==> config.mk <==
export PLATFORM = sky130hd
export DESIGN_NAME = current_deadband_level_stepper_flat
export DESIGN_NICKNAME = d
export VERILOG_FILES = /design/src/rtl/cdls_pkg.sv /design/src/rtl/cdls_if.sv /design/src/rtl/cdls_step.sv /design/src/rtl/current_deadband_level_stepper.sv /design/src/flat_wrapper.sv
export SDC_FILE = /design/constraint.sdc
export NUM_CORES = 1
export LEC_CHECK = 0
export ABC_AREA = 1
export BUFFER_PORTS_ARGS = -buffer_cell sky130_fd_sc_hd__buf_4
export CORE_MARGIN = 2
export CORE_UTILIZATION = 30
export CTS_BUF_LIST = sky130_fd_sc_hd__clkbuf_8
export CTS_CLUSTER_DIAMETER = 60
export DETAILED_ROUTE_END_ITERATION = 10
export HOLD_SLACK_MARGIN = 0.03
export PLACE_DENSITY = 0.53
export REMOVE_ABC_BUFFERS = 1
export SKIP_LAST_GASP = 1
export SYNTH_ARGS = -nofsm -noshare
export SYNTH_HDL_FRONTEND = slang
export SYNTH_SLANG_ARGS = --single-unit
==> constraint.sdc <==
create_clock -name clk -period 6.58 [get_ports clk]
set_input_delay 1.316 -clock clk [delete_from_list [all_inputs] [get_ports clk]]
set_output_delay 1.316 -clock clk [all_outputs]
set_load 0.005 [all_outputs]
==> src/rtl/cdls_pkg.sv <==
`timescale 1ns / 1ps
// ----------------------------------------------------------------------------
// cdls_pkg
// Shared types and constants of the current deadband level stepper.
// ----------------------------------------------------------------------------
package cdls_pkg;

  localparam int unsigned CUR_W   = 16;
  localparam int unsigned GOAL_W  = 14;
  localparam int unsigned DB_W    = 12;
  localparam int unsigned LEVEL_W = 8;
  localparam int unsigned IDX_W   = 8;
  localparam int unsigned DATA_W  = 16;

  localparam logic [GOAL_W-1:0]  GOAL_MIN       = 14'd300;
  localparam logic [GOAL_W-1:0]  GOAL_MAX       = 14'd9000;
  localparam logic [GOAL_W-1:0]  GOAL_RST       = 14'd1000;
  localparam logic [DB_W-1:0]    DEADBAND_RST   = 12'd300;
  localparam logic [CUR_W-1:0]   TRIP_RST       = 16'd10500;
  localparam logic [CUR_W-1:0]   OFFSET_RST     = 16'd0;
  localparam logic [LEVEL_W-1:0] LEVEL_RST      = 8'd5;
  localparam logic [LEVEL_W-1:0] LEVEL_PROT_LIM = 8'd220;
  localparam logic [LEVEL_W-1:0] LEVEL_PROT_VAL = 8'd8;

  typedef enum logic [1:0] {
    ACT_SAMPLE    = 2'd0,
    ACT_STEP      = 2'd1,
    ACT_SET_LEVEL = 2'd2,
    ACT_SET_MODE  = 2'd3
  } action_t;

  typedef enum logic [IDX_W-1:0] {
    REG_ADC_OFFSET   = 8'd0,
    REG_CURRENT_GOAL = 8'd1,
    REG_DEADBAND     = 8'd2,
    REG_TRIP_CURRENT = 8'd3
  } reg_idx_t;

  typedef struct packed {
    logic [CUR_W-1:0]  adc_offset;
    logic [GOAL_W-1:0] current_goal;
    logic [DB_W-1:0]   deadband;
    logic [CUR_W-1:0]  trip_current;
  } cfg_t;

  typedef struct packed {
    logic [CUR_W-1:0]   present;
    logic [CUR_W-1:0]   filtered;
    logic [LEVEL_W-1:0] level;
    logic               auto_on;
  } state_t;

endpackage

==> src/rtl/cdls_if.sv <==
`timescale 1ns / 1ps
// ----------------------------------------------------------------------------
// cdls_if
// Valid/ready channels of the current deadband level stepper.
// ----------------------------------------------------------------------------
interface cdls_in_if;
  logic                                valid;
  logic                                ready;
  logic [1:0]                          action;
  logic [cdls_pkg::CUR_W-1:0]          sample;
  logic                                resonance_idle;
  logic [cdls_pkg::LEVEL_W-1:0]        new_level;
  logic                                mode;

  modport source (output valid, action, sample, resonance_idle, new_level, mode,
                  input ready);
  modport sink   (input valid, action, sample, resonance_idle, new_level, mode,
                  output ready);
endinterface

interface cdls_out_if;
  logic                                valid;
  logic                                ready;
  logic [cdls_pkg::CUR_W-1:0]          filtered_current;
  logic [cdls_pkg::CUR_W-1:0]          present_current;
  logic [cdls_pkg::LEVEL_W-1:0]        level;
  logic                                level_changed;
  logic                                auto_on;

  modport source (output valid, filtered_current, present_current, level,
                  level_changed, auto_on, input ready);
  modport sink   (input valid, filtered_current, present_current, level,
                  level_changed, auto_on, output ready);
endinterface

interface cdls_cfg_if;
  logic                                valid;
  logic                                ready;
  logic [cdls_pkg::IDX_W-1:0]          index;
  logic [cdls_pkg::DATA_W-1:0]         data;

  modport source (output valid, index, data, input ready);
  modport sink   (input valid, index, data, output ready);
endinterface

==> src/rtl/cdls_step.sv <==
`timescale 1ns / 1ps
// ----------------------------------------------------------------------------
// cdls_step
// Next-state logic for one transaction: filter, protection, stepper, manual level and mode.
// ----------------------------------------------------------------------------
module cdls_step #(
  parameter int unsigned LEVEL_MAX = 235
) (
  input  cdls_pkg::state_t                 cur,
  input  cdls_pkg::cfg_t                   cfg,
  input  cdls_pkg::action_t                action,
  input  logic [cdls_pkg::CUR_W-1:0]       sample,
  input  logic                             resonance_idle,
  input  logic [cdls_pkg::LEVEL_W-1:0]     new_level,
  input  logic                             mode,
  output cdls_pkg::state_t                 nxt,
  output logic                             changed
);

  localparam logic [cdls_pkg::LEVEL_W-1:0] LMAX = cdls_pkg::LEVEL_W'(LEVEL_MAX);

  logic [cdls_pkg::CUR_W-1:0]   present_new;
  logic [cdls_pkg::CUR_W+2:0]   filt_sum;
  logic [cdls_pkg::CUR_W-1:0]   band_hi;
  logic [cdls_pkg::CUR_W:0]     cur_plus_db;
  logic                         step_dn;
  logic                         step_up;
  logic                         auto_chk;
  logic [cdls_pkg::LEVEL_W-1:0] level_prot;

  // (p*10 + f*70)/80 is exactly (p + 7f)/8
  assign present_new = (sample > cfg.adc_offset) ? sample - cfg.adc_offset : '0;
  assign filt_sum    = {3'b000, present_new} + {cur.filtered, 3'b000}
                     - {3'b000, cur.filtered};

  assign band_hi     = {2'b00, cfg.current_goal} + {4'b0000, cfg.deadband};
  assign cur_plus_db = {1'b0, cur.present} + {5'b00000, cfg.deadband};
  assign step_dn     = cur.present > band_hi;
  // cur <= goal - db, never true when the band reaches below zero
  assign step_up     = cur_plus_db <= {3'b000, cfg.current_goal};

  assign auto_chk    = cur.auto_on && !(cur.present > cfg.trip_current);
  assign level_prot  = (cur.level > cdls_pkg::LEVEL_PROT_LIM) ?
                       cdls_pkg::LEVEL_PROT_VAL : cur.level;

  always_comb begin
    nxt     = cur;
    changed = 1'b0;
    unique case (action)
      cdls_pkg::ACT_SAMPLE: begin
        nxt.present  = present_new;
        nxt.filtered = filt_sum[cdls_pkg::CUR_W+2:3];
      end
      cdls_pkg::ACT_STEP: begin
        nxt.auto_on = auto_chk;
        nxt.level   = level_prot;
        changed     = cur.level > cdls_pkg::LEVEL_PROT_LIM;
        if (auto_chk && resonance_idle) begin
          if (step_dn) begin
            if (level_prot != '0) nxt.level = level_prot - 1'b1;
            changed = 1'b1;
          end else if (step_up) begin
            if (level_prot < LMAX) nxt.level = level_prot + 1'b1;
            changed = 1'b1;
          end
        end
      end
      cdls_pkg::ACT_SET_LEVEL: begin
        nxt.level = (new_level > LMAX) ? LMAX : new_level;
        changed   = 1'b1;
      end
      cdls_pkg::ACT_SET_MODE: begin
        nxt.auto_on = mode;
      end
      default: begin
        nxt = cur;
      end
    endcase
  end

endmodule

==> src/rtl/current_deadband_level_stepper.sv <==
`timescale 1ns / 1ps
// ----------------------------------------------------------------------------
// current_deadband_level_stepper
// Automatic transmitter current control with a deadband pulse-skip stepper.
// ----------------------------------------------------------------------------
// usage
//   in_if   : one transaction per item, action selects sample, control step,
//             manual level or mode write
//   out_if  : exactly one result transaction per input transaction, in order,
//             carrying the state as left by that item
//   cfg_if  : register writes (offset, goal, deadband, trip level), always
//             ready; the user must write only while the block is idle (not
//             enforced); goal clamped to 300..9000, unknown indexes dropped
// timing and throughput
//   the result appears in the cycle after acceptance, from the output register;
//   one item per cycle while out_if is ready, set by the single combinational
//   state update into the state registers, which also form the output register
// reset
//   synchronous active-low; level 5, currents 0, auto mode off, registers
//   at their defaults, output register empty
// stall
//   in_if.ready follows out_if: a new item is taken while the output register
//   is empty or being drained in the same cycle, so nothing is lost or doubled
// ----------------------------------------------------------------------------
module current_deadband_level_stepper #(
  parameter int unsigned LEVEL_MAX = 235
) (
  input  logic       clk,
  input  logic       rst_n,
  cdls_in_if.sink    in_if,
  cdls_out_if.source out_if,
  cdls_cfg_if.sink   cfg_if
);

  // configuration registers
  cdls_pkg::cfg_t   cfg_r;
  cdls_pkg::cfg_t   cfg_nxt;
  logic [cdls_pkg::GOAL_W-1:0] goal_wr;

  // control state and result register
  cdls_pkg::state_t st_r;
  cdls_pkg::state_t st_nxt;
  logic             changed_nxt;
  logic             changed_r;
  logic             out_valid_r;
  logic             in_fire;
  logic             cfg_fire;

  assign in_if.ready  = !out_valid_r || out_if.ready;
  assign in_fire      = in_if.valid && in_if.ready;
  assign cfg_if.ready = 1'b1;
  assign cfg_fire     = cfg_if.valid;

  // goal clamp on write
  always_comb begin
    goal_wr = cfg_if.data[cdls_pkg::GOAL_W-1:0];
    if (goal_wr < cdls_pkg::GOAL_MIN) goal_wr = cdls_pkg::GOAL_MIN;
    if (goal_wr > cdls_pkg::GOAL_MAX) goal_wr = cdls_pkg::GOAL_MAX;
  end

  // register decode
  always_comb begin
    cfg_nxt = cfg_r;
    if (cfg_fire) begin
      unique case (cdls_pkg::reg_idx_t'(cfg_if.index))
        cdls_pkg::REG_ADC_OFFSET:   cfg_nxt.adc_offset   = cfg_if.data;
        cdls_pkg::REG_CURRENT_GOAL: cfg_nxt.current_goal = goal_wr;
        cdls_pkg::REG_DEADBAND:
          cfg_nxt.deadband = cfg_if.data[cdls_pkg::DB_W-1:0];
        cdls_pkg::REG_TRIP_CURRENT: cfg_nxt.trip_current = cfg_if.data;
        default:                    cfg_nxt = cfg_r;
      endcase
    end
  end

  // per-item state update
  cdls_step #(
    .LEVEL_MAX (LEVEL_MAX)
  ) u_step (
    .cur            (st_r),
    .cfg            (cfg_r),
    .action         (cdls_pkg::action_t'(in_if.action)),
    .sample         (in_if.sample),
    .resonance_idle (in_if.resonance_idle),
    .new_level      (in_if.new_level),
    .mode           (in_if.mode),
    .nxt            (st_nxt),
    .changed        (changed_nxt)
  );

  always_ff @(posedge clk) begin
    if (!rst_n) begin
      cfg_r.adc_offset   <= cdls_pkg::OFFSET_RST;
      cfg_r.current_goal <= cdls_pkg::GOAL_RST;
      cfg_r.deadband     <= cdls_pkg::DEADBAND_RST;
      cfg_r.trip_current <= cdls_pkg::TRIP_RST;
    end else begin
      cfg_r <= cfg_nxt;
    end
  end

  always_ff @(posedge clk) begin
    if (!rst_n) begin
      st_r.present  <= '0;
      st_r.filtered <= '0;
      st_r.level    <= cdls_pkg::LEVEL_RST;
      st_r.auto_on  <= 1'b0;
      out_valid_r   <= 1'b0;
    end else begin
      if (in_fire) begin
        st_r <= st_nxt;
      end
      // output register holds while stalled, reloads on every accept
      if (in_fire) begin
        out_valid_r <= 1'b1;
      end else if (out_if.ready) begin
        out_valid_r <= 1'b0;
      end
    end
  end

  // change flag of the pending result, only read while out_valid_r is set
  always_ff @(posedge clk) begin
    if (in_fire) begin
      changed_r <= changed_nxt;
    end
  end

  // result fields mirror the state left by the last accepted item
  assign out_if.valid            = out_valid_r;
  assign out_if.filtered_current = st_r.filtered;
  assign out_if.present_current  = st_r.present;
  assign out_if.level            = st_r.level;
  assign out_if.level_changed    = changed_r;
  assign out_if.auto_on          = st_r.auto_on;

`ifndef SYNTHESIS
  // level stays within the saturation limit or the protection value
  a_level_range: assert property (@(posedge clk) disable iff (!rst_n)
    (st_r.level <= cdls_pkg::LEVEL_W'(LEVEL_MAX)) ||
    (st_r.level <= cdls_pkg::LEVEL_PROT_VAL))
    else $error("level above limit");

  // every accepted item produces a pending result
  a_result_follows: assert property (@(posedge clk) disable iff (!rst_n)
    in_fire |=> out_valid_r)
    else $error("accepted item without result");

  // samples and mode writes never report a level change
  a_no_change: assert property (@(posedge clk) disable iff (!rst_n)
    in_fire && ((in_if.action == cdls_pkg::ACT_SAMPLE) ||
                (in_if.action == cdls_pkg::ACT_SET_MODE)) |=> !changed_r)
    else $error("level change flagged on sample or mode item");

  // overcurrent on a control step drops auto mode
  a_trip: assert property (@(posedge clk) disable iff (!rst_n)
    in_fire && (in_if.action == cdls_pkg::ACT_STEP) &&
    (st_r.present > cfg_r.trip_current) |=> !st_r.auto_on)
    else $error("auto mode survived trip");
`endif

endmodule

==> src/flat_wrapper.sv <==
// flat-port wrapper written by rule: the top's interface ports become plain ports
module current_deadband_level_stepper_flat 
#(
  parameter int unsigned LEVEL_MAX = 235
)
  (clk, rst_n, in_if_valid, in_if_action, in_if_sample, in_if_resonance_idle, in_if_new_level, in_if_mode, in_if_ready, out_if_valid, out_if_filtered_current, out_if_present_current, out_if_level, out_if_level_changed, out_if_auto_on, out_if_ready, cfg_if_valid, cfg_if_index, cfg_if_data, cfg_if_ready);
  cdls_in_if in_if_i ();
  cdls_out_if out_if_i ();
  cdls_cfg_if cfg_if_i ();
  input  logic clk;
  input  logic rst_n;
  input wire logic [$bits(in_if_i.valid)-1:0] in_if_valid;
  input wire logic [$bits(in_if_i.action)-1:0] in_if_action;
  input wire logic [$bits(in_if_i.sample)-1:0] in_if_sample;
  input wire logic [$bits(in_if_i.resonance_idle)-1:0] in_if_resonance_idle;
  input wire logic [$bits(in_if_i.new_level)-1:0] in_if_new_level;
  input wire logic [$bits(in_if_i.mode)-1:0] in_if_mode;
  output wire logic [$bits(in_if_i.ready)-1:0] in_if_ready;
  output wire logic [$bits(out_if_i.valid)-1:0] out_if_valid;
  output wire logic [$bits(out_if_i.filtered_current)-1:0] out_if_filtered_current;
  output wire logic [$bits(out_if_i.present_current)-1:0] out_if_present_current;
  output wire logic [$bits(out_if_i.level)-1:0] out_if_level;
  output wire logic [$bits(out_if_i.level_changed)-1:0] out_if_level_changed;
  output wire logic [$bits(out_if_i.auto_on)-1:0] out_if_auto_on;
  input wire logic [$bits(out_if_i.ready)-1:0] out_if_ready;
  input wire logic [$bits(cfg_if_i.valid)-1:0] cfg_if_valid;
  input wire logic [$bits(cfg_if_i.index)-1:0] cfg_if_index;
  input wire logic [$bits(cfg_if_i.data)-1:0] cfg_if_data;
  output wire logic [$bits(cfg_if_i.ready)-1:0] cfg_if_ready;
  assign in_if_i.valid = in_if_valid;
  assign in_if_i.action = in_if_action;
  assign in_if_i.sample = in_if_sample;
  assign in_if_i.resonance_idle = in_if_resonance_idle;
  assign in_if_i.new_level = in_if_new_level;
  assign in_if_i.mode = in_if_mode;
  assign in_if_ready = in_if_i.ready;
  assign out_if_valid = out_if_i.valid;
  assign out_if_filtered_current = out_if_i.filtered_current;
  assign out_if_present_current = out_if_i.present_current;
  assign out_if_level = out_if_i.level;
  assign out_if_level_changed = out_if_i.level_changed;
  assign out_if_auto_on = out_if_i.auto_on;
  assign out_if_i.ready = out_if_ready;
  assign cfg_if_i.valid = cfg_if_valid;
  assign cfg_if_i.index = cfg_if_index;
  assign cfg_if_i.data = cfg_if_data;
  assign cfg_if_ready = cfg_if_i.ready;
  current_deadband_level_stepper #(.LEVEL_MAX(LEVEL_MAX)) u_core (.clk(clk), .rst_n(rst_n), .in_if(in_if_i), .out_if(out_if_i), .cfg_if(cfg_if_i));
endmodule
==> metrics.md <==
| Metric | Value |
|---|---|
| Status | `finished clean` |
| EDFF count, synth | `1` |
| Reg clk slew, reported paths | `0.12 ns` |
| Seq cells post-synth | `101` |
| RSZ-0062 raised after global routing | `false` |
| Global router's overall resource usage | `17.2%` |
| Slew headroom | `33.4%` |
| CTS buffer count | `9` |
| Avg WL per Cell | `14.2 µm` |
| Min Tclk post-route | `5.06 ns` |
| Placed Area | `0.0101 mm²` |
| Worst min path class | `flop to flop` |
| Clock Path Buffers | `2` |
| Final Hold Viols | `0` |
| Total gr overflow | `0` |
| Vias in the first global route | `8,755` |
| Clk pwr share | `26.2%` |
| Actual slew at the worst max-slew pin | `0.996 ns` |
| FF+latch area | `0.00203 mm²` |
| Final Cell Area | `0.0104 mm²` |
| Multi-input gate area | `0.00601 mm²` |
| H-Tree Depth | `3` |
| Synth warn | `0` |
| Max Cap Viol | `0` |
| Post-Syn Instances | `1,365` |
| CP required | `6.86 ns` |
| Largest net degree at the start of global routing | `67` |
| Max VDD drop | `0.0000980 V` |
| Switch Pwr | `693 µW` |
| Worst-Skew Late Latency | `0.40 ns` |
| Port bufs | `100` |
| First-pass GRT wire length | `43.1 mm` |
| Nets | `1,632` |
| Avg Inst Size Synth | `6.60 µm²` |
| Post-synth ARST share | `0%` |
| Synth-to-Final Area Change | `15.0%` |
| Initial antenna violation count | `0` |
| Hold Slack | `0.467 ns` |
| Seq pwr share | `37.4%` |
| Setup Buffers After CTS | `0` |
| Placement Rows | `63` |
| Top_reg_cell synth | `dfxtp_1` |
| Worst path arrival time | `5.34 ns` |
| Die Ht | `177 µm` |
| Via density | `4.78` |
| DP Worst Slack | `1.13 ns` |
| WL final | `26.1 mm` |
| Post-Syn Area | `0.00901 mm²` |
| Sw Ratio | `39.4%` |
| DRC violation count after routing | `0` |
| Via count | `8,817` |
| Crit start category | `input pin` |
| Worst Setup End Kind | `flop` |
| Die ar. | `0.0314 mm²` |
| Fill count | `3,277` |
| Number of setup violations in the final report | `0` |
| Layout cells sized above 1 | `10.9%` |
| Comb power frac | `36.4%` |
| Cell Pwr Density | `169 mW/mm²` |
| DPL Wire Length | `21.3 mm` |
| Register area share after synthesis | `22.5%` |
| Max FO, Critical Path | `8` |
| Antenna cells | `0` |
| Crit path kind | `input pin to flop` |
| Post-route ant nets | `0` |
| # IOs | `102` |
| Worst Skew | `0.0217 ns` |
| Clk sink count | `101` |
| Drt pass-1 iters | `5` |
| Int Power | `1060 µW` |
| Root buf cell | `clkbuf_8` |
| Iteration-0 DRC Markers | `419` |
| Peak Freq | `0.198 GHz` |
| Initial Util | `30.4%` |
| Leak Pwr | `0.00515 µW` |
| Period utilization | `76.9%` |
| Cell variety after synth | `47` |
| Setup TNS | `0 ns` |
| CTS-repair resized insts | `0` |
| Setup ws final | `1.52 ns` |
| TritonCTS clock tree | `done` |
| Core ar. | `0.0296 mm²` |
| GPL Wtd Cong | `0.856` |
| Hold buffer count at cts | `0` |
| Max-slew violations | `0` |
| Die width | `177 µm` |
power groups by stage:
stage | clock network (µW) | registers, µW | logic (µW)
finish | 460 | 656 | 639
CTS | 479 | 657 | 640
global route | 500 | 660 | 733
detailed placement | 0 | 671 | 636
floorplan | 0 | 660 | 450
global placement | 0 | 671 | 633
cells in the mapped netlist (5+ instances only):
cell type,instances,area [µm²]
xor2_1,28,245
inv_1,221,830
dfxtp_1,100,2000
o21ai_0,104,521
nand3_1,67,335
nand2_1,302,1130
ha_1,110,1380
nor2_2,5,31.3
nor2_1,75,282
o21a_1,6,45.0
nand4_1,8,50.1
nor4_1,6,37.5
o211ai_1,7,52.6
o21bai_1,6,45.0
fa_1,16,320
nand2_2,12,75.1
a21oi_1,185,926
xnor2_1,9,78.8
nor3_1,13,65.1
clkbuf_1,23,86.3
or2_2,6,37.5
o21ai_1,8,40.0
final cells by class:
class | instances | share of cell area (%)
Multi-Input combinational cell | 1009 | 58.0
Sequential cell | 101 | 19.6
Inverter | 226 | 8.19
Timing Repair Buffer | 102 | 7.39
Tap cell | 390 | 4.71
Clock buffer | 9 | 1.19
Clock inverter | 7 | 0.965
per-stage QoR:
step,std cells,total power [µW],utilization [%]
final,1844,1760,35.0
after global routing,1844,1890,35.0
after CTS,1844,1780,35.0
after detailed placement,1828,1310,34.2
after global placement,1828,1300,34.2
after floorplan,1336,1110,-
critical path, cell delays in order:
cell and delay, ns:
buf_4 0.07, inv_1 0.03, ha_1 0.21, fa_1 0.36, inv_1 0.09, nand2_1 0.05
nand2_1 0.08, nand3_1 0.07, nand2_1 0.12, nand2_1 0.06, nand2_1 0.07, nand2_1 0.19
inv_1 0.27, o21ai_0 0.13, a21o_1 0.19, fa_1 0.48, inv_1 0.04, ha_1 0.33
a21oi_1 0.21, o21a_1 0.18, nor2_1 0.05, a2111oi_0 0.41, a21oi_1 0.15, nor2_1 0.12
nor2_1 0.05
metal layers:
metal / routed length, µm / share of wire [%] / GRT usage [%] / vias up
met5: 0 / 0 / 0 / -
met4: 488 / 1.9 / 4.78 / 0
met3: 619 / 2.4 / 1.61 / 30
met2: 12800 / 49 / 30.8 / 113
met1: 12300 / 47 / 21.8 / 4033
li1: - / - / - / 4641
kinds of logic after synthesis:
logic type	Yosys count	share of synthesized area (%)
AND/OR/NAND/NOR	511	24.6
AO/OA/AOI/OAI	334	19.6
buffers and inverters	255	10.8
adder cells (fa/ha/maj)	126	18.8
flip-flops	101	22.5
XOR/XNOR	37	3.60
other	1	0.0416
flip-flops by register name, summed over array words and instances (netlist names):
name and flops:
u_core.cfg_r 58, u_core.out_if.filtered_current 16, u_core.out_if.present_current 16, u_core.out_if.level 8, u_core.out_if.auto_on 1, u_core.out_if.level_changed 1, u_core.out_if.valid 1
placed cells by master, fill, tap and decap left out, types with 8 or more instances in the layout:
cell	netlist	final
nand2_1	302	302
inv_1	221	221
a21oi_1	185	185
ha_1	110	110
o21ai_0	104	104
buf_4	3	102
dfxtp_1	100	100
nor2_1	75	75
nand3_1	67	67
xor2_1	28	28
fa_1	16	16
nor3_1	13	13
nand2_2	12	12
xnor2_1	9	9
clkbuf_8	0	9
nand4_1	8	8
o21ai_1	8	8
path summary, 6_finish.rpt:
path                                        from  cells after the start                                 end  slack, ns
worst max-delay path             in_if_sample[0]                     25  u_core.out_if.filtered_current[14]       1.52
worst min-delay path             u_core.cfg_r[0]                      2                     u_core.cfg_r[0]       0.47
worst max register to register  u_core.cfg_r[42]                     23  u_core.out_if.filtered_current[14]       2.18
worst min register to register   u_core.cfg_r[0]                      2                     u_core.cfg_r[0]       0.47
Power figures use the tool's default switching activity.
